`config.mk`:
```
export PLATFORM = sky130hd
export DESIGN_NAME = ahrs_mul
export DESIGN_NICKNAME = d
export VERILOG_FILES = /design/src/design/ahrs_pkg.sv /design/src/design/ahrs_mul.sv
export SDC_FILE = /design/constraint.sdc
export NUM_CORES = 2
export LEC_CHECK = 0
export ABC_AREA = 1
export BUFFER_PORTS_ARGS = -buffer_cell sky130_fd_sc_hd__buf_2
export CORE_AREA = 5 5 319 259
export CTS_CLUSTER_SIZE = 40
export DETAILED_ROUTE_END_ITERATION = 10
export DIE_AREA = 0 0 324 264
export GPL_TIMING_DRIVEN = 0
export HOLD_SLACK_MARGIN = 0.1
export PLACE_DENSITY = 0.79
export SLEW_MARGIN = 20
export SYNTH_ARGS = -nofsm -noshare
export SYNTH_HDL_FRONTEND = slang
export SYNTH_SLANG_ARGS = --single-unit
```
`constraint.sdc`:
```
create_clock -name clk -period 7.6 [get_ports clk]
set_input_delay 1.14 -clock clk [delete_from_list [all_inputs] [get_ports clk]]
set_output_delay 1.14 -clock clk [all_outputs]
set_load 0.005 [all_outputs]
```
`src/design/ahrs_pkg.sv`:
```
// Shared constants for the attitude filter: datapath widths, register
// indexes and fixed-point constants. No dependencies.
package ahrs_pkg;

  localparam int DATA_WIDTH_DEF  = 32;
  localparam int RSQRT_STEPS_DEF = 3;

  // Shared multiplier operand and product widths, accumulator width.
  localparam int MUL_W  = 34;
  localparam int PROD_W = 2 * MUL_W;
  localparam int ACC_W  = 72;

  // Width of the corrected angular rate before saturation.
  localparam int RATE_W = 40;

  // Configuration register indexes.
  localparam logic [1:0] REG_PROP_GAIN   = 2'd0;
  localparam logic [1:0] REG_INTEG_GAIN  = 2'd1;
  localparam logic [1:0] REG_PERIOD      = 2'd2;

  localparam logic [23:0] PROP_GAIN_RST  = 24'd65536;
  localparam logic [23:0] INTEG_GAIN_RST = 24'd0;
  localparam logic [31:0] PERIOD_RST     = 32'd8388608;

  localparam logic [31:0] SEED_MAGIC     = 32'h5f375a86;
  localparam logic signed [31:0] ONE_Q30 = 32'sd1073741824;

endpackage

```
`src/design/ahrs_mul.sv`:
```
// Shared signed multiplier with a registered product.
// Depends on ahrs_pkg for the operand width.
module ahrs_mul (
  input  logic                              clk,
  input  logic signed [ahrs_pkg::MUL_W-1:0]  a,
  input  logic signed [ahrs_pkg::MUL_W-1:0]  b,
  output logic signed [ahrs_pkg::PROD_W-1:0] prod
);

  always_ff @(posedge clk) begin
    prod <= a * b;
  end

endmodule
```
## Word-level counts from Yosys, hierarchy flattened

Index checks and enable logic that the tools add are counted.

| operators by class | value |
|---|---|
| $mul | 1 |

Operator list:

| cell | count |
|---|---|
| $mul A34 B34 Y68 | 1 |

| storage, ports and cells | value |
|---|---|
| register bits after elaboration | 68 |
| input port bits | 69 |
| output and inout port bits | 68 |
| logic and storage cells | 2 |

## Logic depth before layout (Yosys ltp)

| depth | value |
|---|---|
| depth in word-level cells | 1 |
| depth in mapped cells | 35 |
| depth with buffers taken out | 33 |

## Least setup slack after synthesis

No wires, ideal clock.

| path | value |
|---|---|
| kind | input to register |
| start | input port a[33] in the netlist's numbering |
| end | register prod[66] in the netlist's numbering |
| setup time | 0.112 ns |
| arrival | 7.851 ns |
| data required time | 7.488 ns |
| slack | -0.363 ns |
| cell stages on the path | 24 |
| buffers on the path | 2 |
| path through | clkbuf_1 clkbuf_1 nand2_1 inv_1 fa_1 fa_1 fa_1 fa_1 inv_1 fa_1 fa_1 inv_1 fa_1 fa_1 ha_1 nand2_1 nor2_1 inv_1 nor2_2 nand2_1 nor3_1 nand2_2 nand3_1 nand2_1 |

| on the way | value |
|---|---|
| longest elaborated chain between the ends | 1 |

Ends and longest elaborated chain:

| what | line | RTL |
|---|---|---|
| start, declared | ahrs_mul.sv:5 | `input logic signed [ahrs_pkg::MUL_W-1:0] a,` |
| $mul A34 B34 Y68 | ahrs_mul.sv:11 | `prod <= a * b;` |
| end signal, assigned | ahrs_mul.sv:11 |  |
| end, declared | ahrs_mul.sv:7 | `output logic signed [ahrs_pkg::PROD_W-1:0] prod` |

No other way between the ends.

## Final worst setup path

| path | value |
|---|---|
| start | input port b[33] in the netlist's numbering |
| end | register prod[62] in the netlist's numbering |

| on the way | value |
|---|---|
| longest elaborated chain between the ends | 1 |

Ends and longest elaborated chain:

| what | line | RTL |
|---|---|---|
| start, declared | ahrs_mul.sv:6 | `input logic signed [ahrs_pkg::MUL_W-1:0] b,` |
| $mul A34 B34 Y68 | ahrs_mul.sv:11 |  |

No other way between the ends.

==> results.yml <==
status:
  status: "finished with violations"
  violations: "setup timing"
synth:
  netlist_area_um2: 46200
  synth_cells: 5972
  syn_nets: 7486
  ys_seq_area_frac: 0.0295
  syn_area_per_cell_um2: 7.74
  ys_seq_elements: 68
  synth.distinct_cells: 32
  yosys_warnings: 0
routing:
  drc: 0
  drt_first_pass_iters: 8
  num_vias: 39400
  dr.first_iter.drc_count: 4609
  vias_per_cell: 5.49
  final_antenna_net_count: 0
  wirelength_mm: 178
  wl_per_cell_um: 24.8
sta:
  fin_crit_ns: 7.63
  max_freq_mhz: 131
  slew_headroom: 0.387
  rsz0062_at_grt: "true"
  fin_crit_sh: 1.00
  worstMarginPinSlew_ns: 0.918
  hold_viol: 0
  setup-violations-final: 1
  fin_ws_ns: -0.0268
  timing.final.max_slew_violations: 0
die:
  start_util: 0.582
  die_x_um: 324
  dieArea_um2: 85500
  core_area_um2: 79400
  rows: 93
  fp.dieH_um: 264
  io_pins: 137
cells_and_area:
  register_area_um2: 1360
  multi_input_area_um2: 37100
  fin_util: 0.651
  mostFrequentLayoutCells: "inv_1, nand2_1, fa_1, ha_1, buf_2"
  final_nets: 7623
  fillers: 6789
  regMostFlops: "prod"
  drive_gt1_frac: 0.118
  reg_top3: "prod x68"
  area_delta_synth_final_pct: 11.8
  layout_commonest_cell: "inv_1"
  largest_register_ffs: 68
worst_setup_path:
  critPathCaptureType: "flop"
  cpPeakStageDelay_ns: 0.60
  cp_data_required_time_ns: 7.82
  critPathLaunchType: "input pin"
  crit_type: "input pin to flop"
  crit_top_cell: "fa_1"
  crit_family: "adder cells"
  cp.arrival_ns: 7.85
  cp_num_buf_inv: 6
  cp_slowest_cell: "fa_2"
  crit_fanout: 10
place:
  dpl.hpwl_mm: 145
  gp_congestion: 1.09
  io_buffers: 69
  place_ws_ns: -1.85
global_routing:
  grt_max_degree: 18
  met2_usage: 0.612
  grt_pass1_wl_mm: 258
  grt_antenna_before_repair: 9
  top_usage_layer: "met2"
  grt_util_all_layers: 0.420
  overflow: 0
  met3_usage: 0.149
  grt_pass1_vias: 41000
  met1_usage: 0.535
clocking:
  hold_buffers: 0
  cts_num_sinks: 68
  cts.path.max_buffers: 2
  cts_buffers: 9
  htreeDepth: 3
  cts_tree: "built"
  clk_pin_slew_ns: 0.06
  root_buffer: "clkbuf_16"
worst_hold_path:
  hold_path_class: "input pin to flop"
run:
  maxCapViolCount: 0
==> synthesized netlist by cell type (all sizes together) <==
library cell	number	area, µm²
a21o	1	7.51
a21oi	63	330
and2	1	6.26
buf	2	7.51
clkbuf	269	1010
dfxtp	68	1360
fa	1241	24800
ha	204	2550
inv	2119	7950
nand2	1683	6380
nand2b	1	6.26
nand3	77	420
nand3b	3	22.5
nand4	19	119
nor2	124	488
nor3	22	158
nor4	1	12.5
o21a	1	7.51
o21ai	19	95.1
o21bai	11	82.6
or2	8	50.1
xnor2	2	17.5
xor2	33	289
==> what timing repair did <==
action	CTS	global route
endpoints found under the setup margin	52	46
resized for setup	597	496
cloned	1	0
buffers inserted	22	33
pin swaps	26	57
==> final cells by class <==
cell class,instances,area share
antenna,10,0.000484
buffer,271,0.0531
clock buffer,10,0.00462
clock inverter,6,0.000751
inverter,2119,0.154
multi-input combinational,3514,0.718
sequential,68,0.0263
tap,1045,0.0253
timing repair buffer,126,0.0170
==> per-stage QoR <==
stage | hold slack, ns | TNS, ns | std cells | area, µm²
4_1_cts | 1.30 | -0.00360 | 7126 | 50200
5_1_grt | 1.33 | -0.606 | 7161 | 51700
3_3_place_gp | 1.52 | -69.51 | 7086 | 47900
3_5_place_dp | 1.52 | -71.42 | 7087 | 47900
2_1_floorplan | 1.42 | 0 | 5972 | 46300
6_report | 1.33 | -0.0268 | 7169 | 51700
==> kinds of logic after synthesis <==
logic type               after synthesis  synth area share
XOR/XNOR                              35           0.00663
adder cells (fa/ha/maj)             1445             0.593
AND/OR/NAND/NOR                     1939             0.166
flip-flops                            68            0.0295
AO/OA/AOI/OAI                         95            0.0113
buffers and inverters               2390             0.194
==> final timing paths <==
| path | from | to | slack, ns | cells after the start |
|---|---|---|---|---|
| worst max-delay path | b[33] | prod[62] | -0.03 | 25 |
| worst min-delay path | a[0] | prod[0] | 1.33 | 3 |
==> metal layers <==
layer	wire (µm)	vias up
met5	148	-
met1	61000	19500
met2	75100	2833
met4	15400	10
li1	-	16300
met3	26000	731
Power is left out: the tool's default activity adds up to more than one toggle a clock period on the data nets, which glitch-free logic cannot reach.
